`src/design/gbte_pkg.sv`:
```
// ----------------------------------------------------------------------------
// Gap buffer editor package
// Sizes, action and result codes, and the types shared by the editor's
// modules.
// ----------------------------------------------------------------------------
package gbte_pkg;

  // Character store size; a power of two so that the gap addresses wrap.
  localparam int CAPACITY = 1024;
  localparam int ADDR_W   = $clog2(CAPACITY);
  // Lengths must hold CAPACITY itself.
  localparam int LEN_W    = ADDR_W + 1;
  // Fixed field widths of the channels.
  localparam int CNT_W    = 11;
  localparam int CHAR_W   = 8;
  localparam int SHOW_W   = 5;
  localparam int MIX_W    = (LEN_W > CNT_W) ? LEN_W : CNT_W;

  localparam logic [SHOW_W-1:0] SHOW_RESET = SHOW_W'(10);
  localparam logic [SHOW_W-1:0] SHOW_MAX   = SHOW_W'(16);

  localparam logic [1:0] ACT_INSERT = 2'd0;
  localparam logic [1:0] ACT_DELETE = 2'd1;
  localparam logic [1:0] ACT_LEFT   = 2'd2;
  localparam logic [1:0] ACT_RIGHT  = 2'd3;

  localparam logic [1:0] K_DELETED = 2'd0;
  localparam logic [1:0] K_SHOWN   = 2'd1;
  localparam logic [1:0] K_EMPTY   = 2'd2;
  localparam logic [1:0] K_FULL    = 2'd3;

  typedef struct packed {
    logic [1:0]        kind;
    logic [CNT_W-1:0]  deleted;
    logic [CHAR_W-1:0] char_out;
    logic              last;
  } res_t;

  typedef struct packed {
    logic              we;
    logic [ADDR_W-1:0] waddr;
    logic [CHAR_W-1:0] wdata;
    logic              re;
    logic [ADDR_W-1:0] raddr;
  } mem_req_t;

  // Smaller of a requested count and the characters available.
  function automatic logic [LEN_W-1:0] clamp_count(input logic [CNT_W-1:0] req,
                                                   input logic [LEN_W-1:0] avail);
    logic [MIX_W-1:0] r;
    logic [MIX_W-1:0] a;
    r = MIX_W'(req);
    a = MIX_W'(avail);
    return (r < a) ? LEN_W'(r) : avail;
  endfunction

endpackage

```
`src/design/gbte_ifs.sv`:
```
// ----------------------------------------------------------------------------
// Gap buffer editor channels
// Valid/ready channel interfaces for the command items and the result items.
// ----------------------------------------------------------------------------
interface gbte_in_if;
  logic                         valid;
  logic                         ready;
  logic [1:0]                   action;
  logic [gbte_pkg::CHAR_W-1:0]  char_in;
  logic [gbte_pkg::CNT_W-1:0]   count;

  modport source (output valid, action, char_in, count, input ready);
  modport sink   (input valid, action, char_in, count, output ready);
endinterface


```
`src/design/gbte_ctrl.sv`:
```
// ----------------------------------------------------------------------------
// Gap buffer editor sequencer
// Holds the cursor lengths, carries out each command by reading and writing
// the character store, and produces the result items.
// ----------------------------------------------------------------------------
module gbte_ctrl (
  input  logic                       clk,
  input  logic                       rst_n,
  gbte_in_if.sink                    in_ch,
  input  logic [gbte_pkg::SHOW_W-1:0] show_n,
  output gbte_pkg::mem_req_t         mem_req,
  input  logic [gbte_pkg::CHAR_W-1:0] mem_rdata,
  output gbte_pkg::res_t             res,
  output logic                       res_valid,
  input  logic                       res_ready
);
  import gbte_pkg::*;

  typedef enum logic [2:0] {
    S_IDLE, S_EMIT, S_MV_RD, S_MV_WR, S_SH_SET, S_SH_RD, S_SH_OUT
  } state_t;

  state_t            state_r, state_nxt;
  logic [LEN_W-1:0]  left_r, left_nxt;
  logic [LEN_W-1:0]  right_r, right_nxt;
  logic              dir_left_r, dir_left_nxt;
  logic [LEN_W-1:0]  cnt_r, cnt_nxt;
  logic [1:0]        kind_r, kind_nxt;
  logic [CNT_W-1:0]  del_r, del_nxt;
  logic [SHOW_W-1:0] sh_n_r, sh_n_nxt;
  logic [SHOW_W-1:0] sh_i_r, sh_i_nxt;
  logic [LEN_W-1:0]  sh_base_r, sh_base_nxt;

  logic [LEN_W:0]    used;
  logic [LEN_W-1:0]  n_cnt;
  logic [LEN_W-1:0]  n_show;
  logic              sh_last;

  assign used    = (LEN_W+1)'(left_r) + (LEN_W+1)'(right_r);
  assign sh_last = ((sh_i_r + SHOW_W'(1)) == sh_n_r);
  assign n_show  = (LEN_W'(show_n) < left_r) ? LEN_W'(show_n) : left_r;

  always_comb begin
    state_nxt    = state_r;
    left_nxt     = left_r;
    right_nxt    = right_r;
    dir_left_nxt = dir_left_r;
    cnt_nxt      = cnt_r;
    kind_nxt     = kind_r;
    del_nxt      = del_r;
    sh_n_nxt     = sh_n_r;
    sh_i_nxt     = sh_i_r;
    sh_base_nxt  = sh_base_r;
    mem_req      = '0;
    res          = '0;
    res_valid    = 1'b0;
    in_ch.ready  = (state_r == S_IDLE);
    n_cnt        = clamp_count(in_ch.count,
                               (in_ch.action == ACT_LEFT) ? left_r : right_r);

    case (state_r)
      S_IDLE: begin
        if (in_ch.valid) begin
          case (in_ch.action)
            ACT_INSERT: begin
              if (used >= (LEN_W+1)'(CAPACITY)) begin
                kind_nxt  = K_FULL;
                del_nxt   = '0;
                state_nxt = S_EMIT;
              end else begin
                mem_req.we    = 1'b1;
                mem_req.waddr = left_r[ADDR_W-1:0];
                mem_req.wdata = in_ch.char_in;
                left_nxt      = left_r + LEN_W'(1);
              end
            end
            ACT_DELETE: begin
              n_cnt     = clamp_count(in_ch.count, left_r);
              left_nxt  = left_r - n_cnt;
              kind_nxt  = K_DELETED;
              del_nxt   = CNT_W'(n_cnt);
              state_nxt = S_EMIT;
            end
            default: begin
              dir_left_nxt = (in_ch.action == ACT_LEFT);
              cnt_nxt      = n_cnt;
              state_nxt    = (n_cnt == '0) ? S_SH_SET : S_MV_RD;
            end
          endcase
        end
      end

      S_EMIT: begin
        res_valid   = 1'b1;
        res.kind    = kind_r;
        res.deleted = del_r;
        res.last    = 1'b1;
        if (res_ready) begin
          state_nxt = S_IDLE;
        end
      end

      S_MV_RD: begin
        mem_req.re    = 1'b1;
        mem_req.raddr = dir_left_r ? ADDR_W'(left_r - LEN_W'(1))
                                   : ADDR_W'(LEN_W'(CAPACITY) - right_r);
        state_nxt     = S_MV_WR;
      end

      S_MV_WR: begin
        mem_req.we    = 1'b1;
        mem_req.wdata = mem_rdata;
        if (dir_left_r) begin
          mem_req.waddr = ADDR_W'(LEN_W'(CAPACITY) - (right_r + LEN_W'(1)));
          left_nxt      = left_r - LEN_W'(1);
          right_nxt     = right_r + LEN_W'(1);
        end else begin
          mem_req.waddr = left_r[ADDR_W-1:0];
          left_nxt      = left_r + LEN_W'(1);
          right_nxt     = right_r - LEN_W'(1);
        end
        cnt_nxt   = cnt_r - LEN_W'(1);
        state_nxt = (cnt_r == LEN_W'(1)) ? S_SH_SET : S_MV_RD;
      end

      S_SH_SET: begin
        if (n_show == '0) begin
          kind_nxt  = K_EMPTY;
          del_nxt   = '0;
          state_nxt = S_EMIT;
        end else begin
          sh_n_nxt    = SHOW_W'(n_show);
          sh_i_nxt    = '0;
          sh_base_nxt = left_r - n_show;
          state_nxt   = S_SH_RD;
        end
      end

      S_SH_RD: begin
        mem_req.re    = 1'b1;
        mem_req.raddr = ADDR_W'(sh_base_r + LEN_W'(sh_i_r));
        state_nxt     = S_SH_OUT;
      end

      S_SH_OUT: begin
        res_valid    = 1'b1;
        res.kind     = K_SHOWN;
        res.char_out = mem_rdata;
        res.last     = sh_last;
        if (res_ready) begin
          if (sh_last) begin
            state_nxt = S_IDLE;
          end else begin
            sh_i_nxt  = sh_i_r + SHOW_W'(1);
            state_nxt = S_SH_RD;
          end
        end
      end

      default: begin
        state_nxt = S_IDLE;
      end
    endcase
  end

  always_ff @(posedge clk) begin
    if (!rst_n) begin
      state_r <= S_IDLE;
      left_r  <= '0;
      right_r <= '0;
    end else begin
      state_r <= state_nxt;
      left_r  <= left_nxt;
      right_r <= right_nxt;
    end
    dir_left_r <= dir_left_nxt;
    cnt_r      <= cnt_nxt;
    kind_r     <= kind_nxt;
    del_r      <= del_nxt;
    sh_n_r     <= sh_n_nxt;
    sh_i_r     <= sh_i_nxt;
    sh_base_r  <= sh_base_nxt;
  end

endmodule

```
`src/flat_wrapper.sv`:
```
// flat-port wrapper written by rule: the top's interface ports become plain ports
module gbte_ctrl_flat import gbte_pkg::*;
  (clk, rst_n, show_n, mem_req, mem_rdata, res, res_valid, res_ready, in_ch_valid, in_ch_action, in_ch_char_in, in_ch_count, in_ch_ready);
  gbte_in_if in_ch_i ();
  input  logic clk;
  input  logic rst_n;
  input  logic [gbte_pkg::SHOW_W-1:0] show_n;
  output gbte_pkg::mem_req_t mem_req;
  input  logic [gbte_pkg::CHAR_W-1:0] mem_rdata;
  output gbte_pkg::res_t res;
  output logic res_valid;
  input  logic res_ready;
  input wire logic [$bits(in_ch_i.valid)-1:0] in_ch_valid;
  input wire logic [$bits(in_ch_i.action)-1:0] in_ch_action;
  input wire logic [$bits(in_ch_i.char_in)-1:0] in_ch_char_in;
  input wire logic [$bits(in_ch_i.count)-1:0] in_ch_count;
  output wire logic [$bits(in_ch_i.ready)-1:0] in_ch_ready;
  assign in_ch_i.valid = in_ch_valid;
  assign in_ch_i.action = in_ch_action;
  assign in_ch_i.char_in = in_ch_char_in;
  assign in_ch_i.count = in_ch_count;
  assign in_ch_ready = in_ch_i.ready;
  gbte_ctrl u_core (.clk(clk), .rst_n(rst_n), .in_ch(in_ch_i), .show_n(show_n), .mem_req(mem_req), .mem_rdata(mem_rdata), .res(res), .res_valid(res_valid), .res_ready(res_ready));
endmodule
```
`config.mk`:
```
export PLATFORM = sky130hd
export DESIGN_NAME = gbte_ctrl_flat
export DESIGN_NICKNAME = d
export VERILOG_FILES = /design/src/design/gbte_pkg.sv /design/src/design/gbte_ifs.sv /design/src/design/gbte_ctrl.sv /design/src/flat_wrapper.sv
export SDC_FILE = /design/constraint.sdc
export NUM_CORES = 1
export LEC_CHECK = 0
export ABC_AREA = 1
export BUFFER_PORTS_ARGS = -buffer_cell sky130_fd_sc_hd__buf_4
export CORE_ASPECT_RATIO = 2
export CORE_MARGIN = 2
export CORE_UTILIZATION = 40
export DETAILED_ROUTE_END_ITERATION = 6
export PLACE_DENSITY = 0.57
export SYNTH_ARGS = -nofsm -noshare
export SYNTH_HDL_FRONTEND = slang
export SYNTH_SLANG_ARGS = --single-unit
```
`constraint.sdc`:
```
create_clock -name clk -period 3.9 [get_ports clk]
set_input_delay 0.195 -clock clk [delete_from_list [all_inputs] [get_ports clk]]
set_output_delay 0.195 -clock clk [all_outputs]
set_load 0.005 [all_outputs]
```
=== After elaboration in Yosys (flattened, before gate mapping) ===
Cells that the tools add are included.

* Add/sub/neg operators: 12
* $lt $le $gt $ge: 4
* Eq/ne operators: 20
* Muxes and demuxes: 49
* Bitwise gates (word level): 2
* Reductions and logical operators: 16

{| class="wikitable"
|+ Operators by type and width
! operator !! count
|-
| 11-bit 2-to-1 mux || 14
|-
| 11-bit case mux with 2 select lines || 6
|-
| 19-bit 2-to-1 mux || 3
|-
| 19-bit case mux with 2 select lines || 1
|-
| 11-bit by 1-bit subtractor with 11-bit output, second input constant || 3
|-
| 3-bit 2-to-1 mux || 8
|-
| 11-bit by 1-bit adder with 11-bit output, second input constant || 2
|-
| 11-bit zero test || 2
|-
| 11-bit less-than comparator || 2
|-
| 3-bit case mux with 7 select lines || 1
|-
| 10-bit 2-to-1 mux || 2
|-
| 1-bit by 10-bit subtractor with 10-bit output, first input constant || 2
|-
| 5-bit 2-to-1 mux || 3
|-
| 11-bit by 11-bit adder with 12-bit output || 1
|-
| 12-bit by 11-bit greater-or-equal comparator with 1-bit output, second input constant || 1
|-
| 2-bit inequality test, second input constant || 6
|-
| 2-bit case mux with 2 select lines || 3
|-
| 4-bit AND reduction || 3
|-
| 11-bit by 1-bit equality test with 1-bit output, second input constant || 1
|-
| 5-bit by 11-bit less-than comparator with 1-bit output || 1
|-
| 11-bit subtractor || 1
|-
| 10-bit by 5-bit adder with 10-bit output || 1
|-
| 5-bit case mux with 2 select lines || 1
|-
| 10-bit subtractor || 1
|-
| 24 further kinds || 34
|}

* Register bits: 70
* Input bits: 38
* Output and inout port bits: 54
* Word-level logic and storage cells: 113

=== Logic depth before layout (Yosys ltp) ===
* Depth in word-level cells: 9
* Mapped depth: 27
* Mapped depth without buffers: 24

=== Least setup slack after synthesis ===
No wires, ideal clock.

* Path type: register to register
* Start: register u_core.left_r[9]
* End: register u_core.left_r[7]
* Library setup time: 70 ps
* Data arrival time: 3490 ps
* Data required time: 3830 ps
* Setup slack: 340 ps
* Cell stages (with the launch flop): 27
* Path buffers: 2
* Clock period less this slack: 3560 ps
* Path through: dfxtp_1 > inv_1 > ha_1 > nand2_1 > nor2_1 > nand2_1 > nor2_1 > nand2_2 > nand2_1 > buf_2 > clkbuf_1 > nand2_1 > o21ai_0 > ha_1 > nand2_1 > nor2_1 > a211oi_1 > nor2_1 > nand2_1 > nand2_1 > nand2_1 > nand2_1 > nand2_1 > nand3_1 > nand3_1 > nand2_1 > a21oi_1

* Word-level cells in the longest chain between the ends: 6
* Elaborated cells on any way between the ends: 10
* Those cells by class: 2 x add/sub; 2 x order compare; 1 x eq/ne; 4 x mux; 1 x reduce/logical

{| class="wikitable"
|+ Ends and longest elaborated chain
! item !! line !! source
|-
| from (decl) || gbte_ctrl.sv:24 || <nowiki>logic [LEN_W-1:0] left_r, left_nxt;</nowiki>
|-
| from (signal assigned) || gbte_ctrl.sv:173 || <nowiki>left_r <= left_nxt;</nowiki>
|-
| 11-bit less-than comparator || gbte_pkg.sv:54 || <nowiki>return (r < a) ? LEN_W'(r) : avail;</nowiki>
|-
| 11-bit 2-to-1 mux || gbte_pkg.sv:54 ||
|-
| 11-bit subtractor || gbte_ctrl.sv:79 || <nowiki>left_nxt = left_r - n_cnt;</nowiki>
|-
| 11-bit case mux with 2 select lines || gbte_ctrl.sv:64 || <nowiki>case (in_ch.action)</nowiki>
|-
| 11-bit 2-to-1 mux || gbte_ctrl.sv:63 || <nowiki>if (in_ch.valid) begin</nowiki>
|-
| 11-bit case mux with 2 select lines || gbte_ctrl.sv:61 || <nowiki>case (state_r)</nowiki>
|}

Parallel ways exist; a longest one is shown, timed or not. The select of a mux whose other input is x is not followed.
A chain may end at the register's enable or synchronous reset.

=== Worst setup path in the final report ===
* Start: register u_core.left_r[10]
* End: register u_core.left_r[8]

Same word-level chain as after synthesis.

==> flow_summary.toml <==
[final_layout]
antennaDiodeCount = 0
fillers = 1872
nets = 1260
syn2layout_area_growth_pct = 18.1
final_area_um2 = 8430
drive_gt1_share_pct = 15.1
layout_commonest_cell = "nand2_1"
final_cell_mix = "nand2_1, inv_1, nor2_1"

[sta]
drv_slew = 0
skew_ns = 0.00927
finalCritPeriodShare_pct = 90.8
setup_violations = 0
fin_ws_ns = 0.357
worstMarginPinSlew_ns = 0.832
finalCriticalPeriod_ns = 3.54
whs_ns = 0.188
slew_headroom_pct = 44.0
setup_tns_ns = 0
grt_setup_unrepaired = "no"
finalHoldViolations = 0
clock.fmax_mhz = 282

[floorplan]
die_y_um = 193
die_w_um = 98.5
fp-row-count = 69
io-pin-count = 92
core_um2 = 17600
dieArea_um2 = 19000
initial_utilization_pct = 40.5

[detailed_routing]
wirelength_mm = 24.2
first_pass_iters = 5
viasPerCell = 5.43
drc = 0
drt_iter0_drc = 403
wl_per_cell_um = 17.6
num_vias = 7461
drt.antenna.violating_nets = 0

[setup_path]
cpMostUsedCell = "nand2_1"
crit_family = "simple AND/OR/NAND/NOR gates"
r2r-start = "u_core.left_r[10]"
crit_end = "u_core.left_r[8]"
arrival_ns = 3.80
worstSetupStartpoint = "u_core.left_r[10]"
cp_max_fo = 15
start_kind = "flop"
path_buf_inv = 4
cp.required_ns = 4.16
reg2reg_slack_ns = 0.36
path_class = "flop to flop"
max_stage_delay_ns = 0.42
crit_cells = 24
end_kind = "flop"
r2r_cells = 24
r2r_end = "u_core.left_r[8]"
crit_chain = "bufinv_8 -> ha_1 -> nand2_1 -> nor2_1 -> nand2_1 -> nand3_1 -> nor2_4 -> nand2_2 -> buf_4 -> nand2_1 -> inv_1 -> a21oi_1 -> ha_1 -> inv_1 -> fa_1 -> nand4_1 -> nand3_2 -> nand2_1 -> nand2_1 -> nand2_1 -> nand3_1 -> nand2_1 -> nand2_1 -> a21oi_1"
slowest_stage = "fa_1"

[placed_design]
place_area_um2 = 8110
dp_slack_ns = 0.256
dpl.hpwl_mm = 19.2
port_buffers = 91
gp_congestion = 0.954

[clock_network]
htreeDepth = 3
tritoncts = "done"
cts_root_buffer = "clkbuf_16"
clock_path_buffers = 2
cts_hold_buf = 0
cts.sinks = 70
clock_latency_ns = 0.35
clkTransAtPathRegs_ns = 0.06
cts_made_buffers = 9

[grt]
grt_pass1_vias = 6964
grt_antenna_before_repair = 0
grt_pass1_wl_mm = 36.9
grt_max_degree = 46
grt.total_usage_pct = 25.0
grt-ovfl-total = 0

[synthesis]
yosysTopAreaCellShare_pct = 18.9
async_flop_share_pct = 0
synth.distinct_cells = 58
synthFlopType = "edfxtp_1"
yosysWarnings = 0
yosys.area.top_type = "edfxtp_1"
netlist_instances = 1064
synth-edff-count = 45
synth_nets = 1167
synth-seq-cells = 70
syn_area_per_cell_um2 = 6.71
synth_area_um2 = 7140
yosys-top-cells-area = "edfxtp_1, nand2_1, ha_1"
yosysSeqAreaShare_pct = 25.9

[pwr]
peakVddDrop_mv = 0.295
clkPwrFrac_pct = 24.2
netSwitchingPower_mw = 1.50
pwr-share-comb_pct = 48.8
switching_share_pct = 42.8
power.density_nw_per_um2 = 416
p_total_mw = 3.51
seqPwrFrac_pct = 27.0
p_leak_nw = 4.13
power.internal_mw = 2.01

[run]
max_cap_violations = 0

[status]
status = "complete, no violations"

[min_path]
hold_path.class = "primary input to flop"
cell type report:
type	count	area (um^2)	area share, %
multi-input cells	807	4540	53.8
flip-flops and latches	70	1850	22.0
repair buffers	120	901	10.7
inverters	149	577	6.84
well taps	213	267	3.16
clock buffers	9	225	2.67
clock inverters	7	73.8	0.875
worst min-delay path by stage:
stage / startpoint / endpoint / cells past startpoint
after global routing: rst_n / u_core.left_r[6] / 3
after floorplan: rst_n / u_core.left_r[2] / 2
after global placement: u_core.right_r[10] / u_core.right_r[10] / 1
after detailed placement: u_core.right_r[10] / u_core.right_r[10] / 1
after CTS: res_ready / u_core.state_r[0] / 4
final: res_ready / u_core.state_r[0] / 4
flip-flops by register name, summed over array words and instances, names as in the netlist:
name	count
u_core.del_r	11
u_core.dir_left_r	1
u_core.cnt_r	11
u_core.sh_base_r	10
u_core.left_r	11
u_core.state_r	3
u_core.right_r	11
u_core.kind_r	2
u_core.sh_n_r	5
u_core.sh_i_r	5
power by group through the flow:
stage	clock network (mW)	registers (mW)	logic, mW
floorplan	0	0.966	1.14
global placement	0	0.961	1.66
detailed placement	0	0.962	1.68
CTS	0.862	0.946	1.69
global route	0.892	0.952	1.92
finish	0.849	0.946	1.71
synth_stat cells, drive strengths merged, types with 6 or more instances:
cell type	number
o22ai	8
nand3	61
nor3	13
xor2	33
ha	61
inv	145
o211ai	7
edfxtp	45
buf	12
o21ai	133
a21oi	63
nand2	226
nand4	14
a31oi	8
dfxtp	25
a211oi	10
nor2	134
xnor2	6
clkbuf	26
cell families after synthesis:
kind of cell / Yosys count / synth area share, %
and+or+nand+nor: 456 / 27.2
AOI/OAI and AO/OA: 246 / 19.4
buffers and inverters: 187 / 10.8
DFF: 70 / 25.9
adders and majority gates: 65 / 11.8
xor gates and xnor gates: 39 / 4.78
muxes: 1 / 0.140
routing by layer:
layer,vias to the layer above,wire (um),global-route usage [%]
met4,0,1010,11.2
met1,3473,9490,29.3
met2,197,12600,45.6
li1,3736,-,-
met3,55,1080,2.74
met5,-,0,0
worst reg2reg max path, cell delays in order, from the launching register on:
cell and delay (ns):
dfxtp_1 0.39, bufinv_8 0.22, ha_1 0.28, nand2_1 0.08, nor2_1 0.06, nand2_1 0.05
nand3_1 0.10, nor2_4 0.17, nand2_2 0.11, buf_4 0.20, nand2_1 0.07, inv_1 0.05
a21oi_1 0.15, ha_1 0.19, inv_1 0.06, fa_1 0.42, nand4_1 0.13, nand3_2 0.11
nand2_1 0.10, nand2_1 0.05, nand2_1 0.06, nand3_1 0.07, nand2_1 0.09, nand2_1 0.05
a21oi_1 0.17
metrics by stage:
stage	utilization [%]	instances
CTS	47.7	1373
detailed placement	46.0	1357
global route	47.9	1375
global placement	46.0	1357
floorplan	-	1064
finish	47.9	1375
timing repair:
action                                  CTS  global route
endpoints found under the setup margin    0             6
buffers inserted                          0             2
resized for setup                         0             3
No activity file was read; power rests on OpenSTA's default activity.
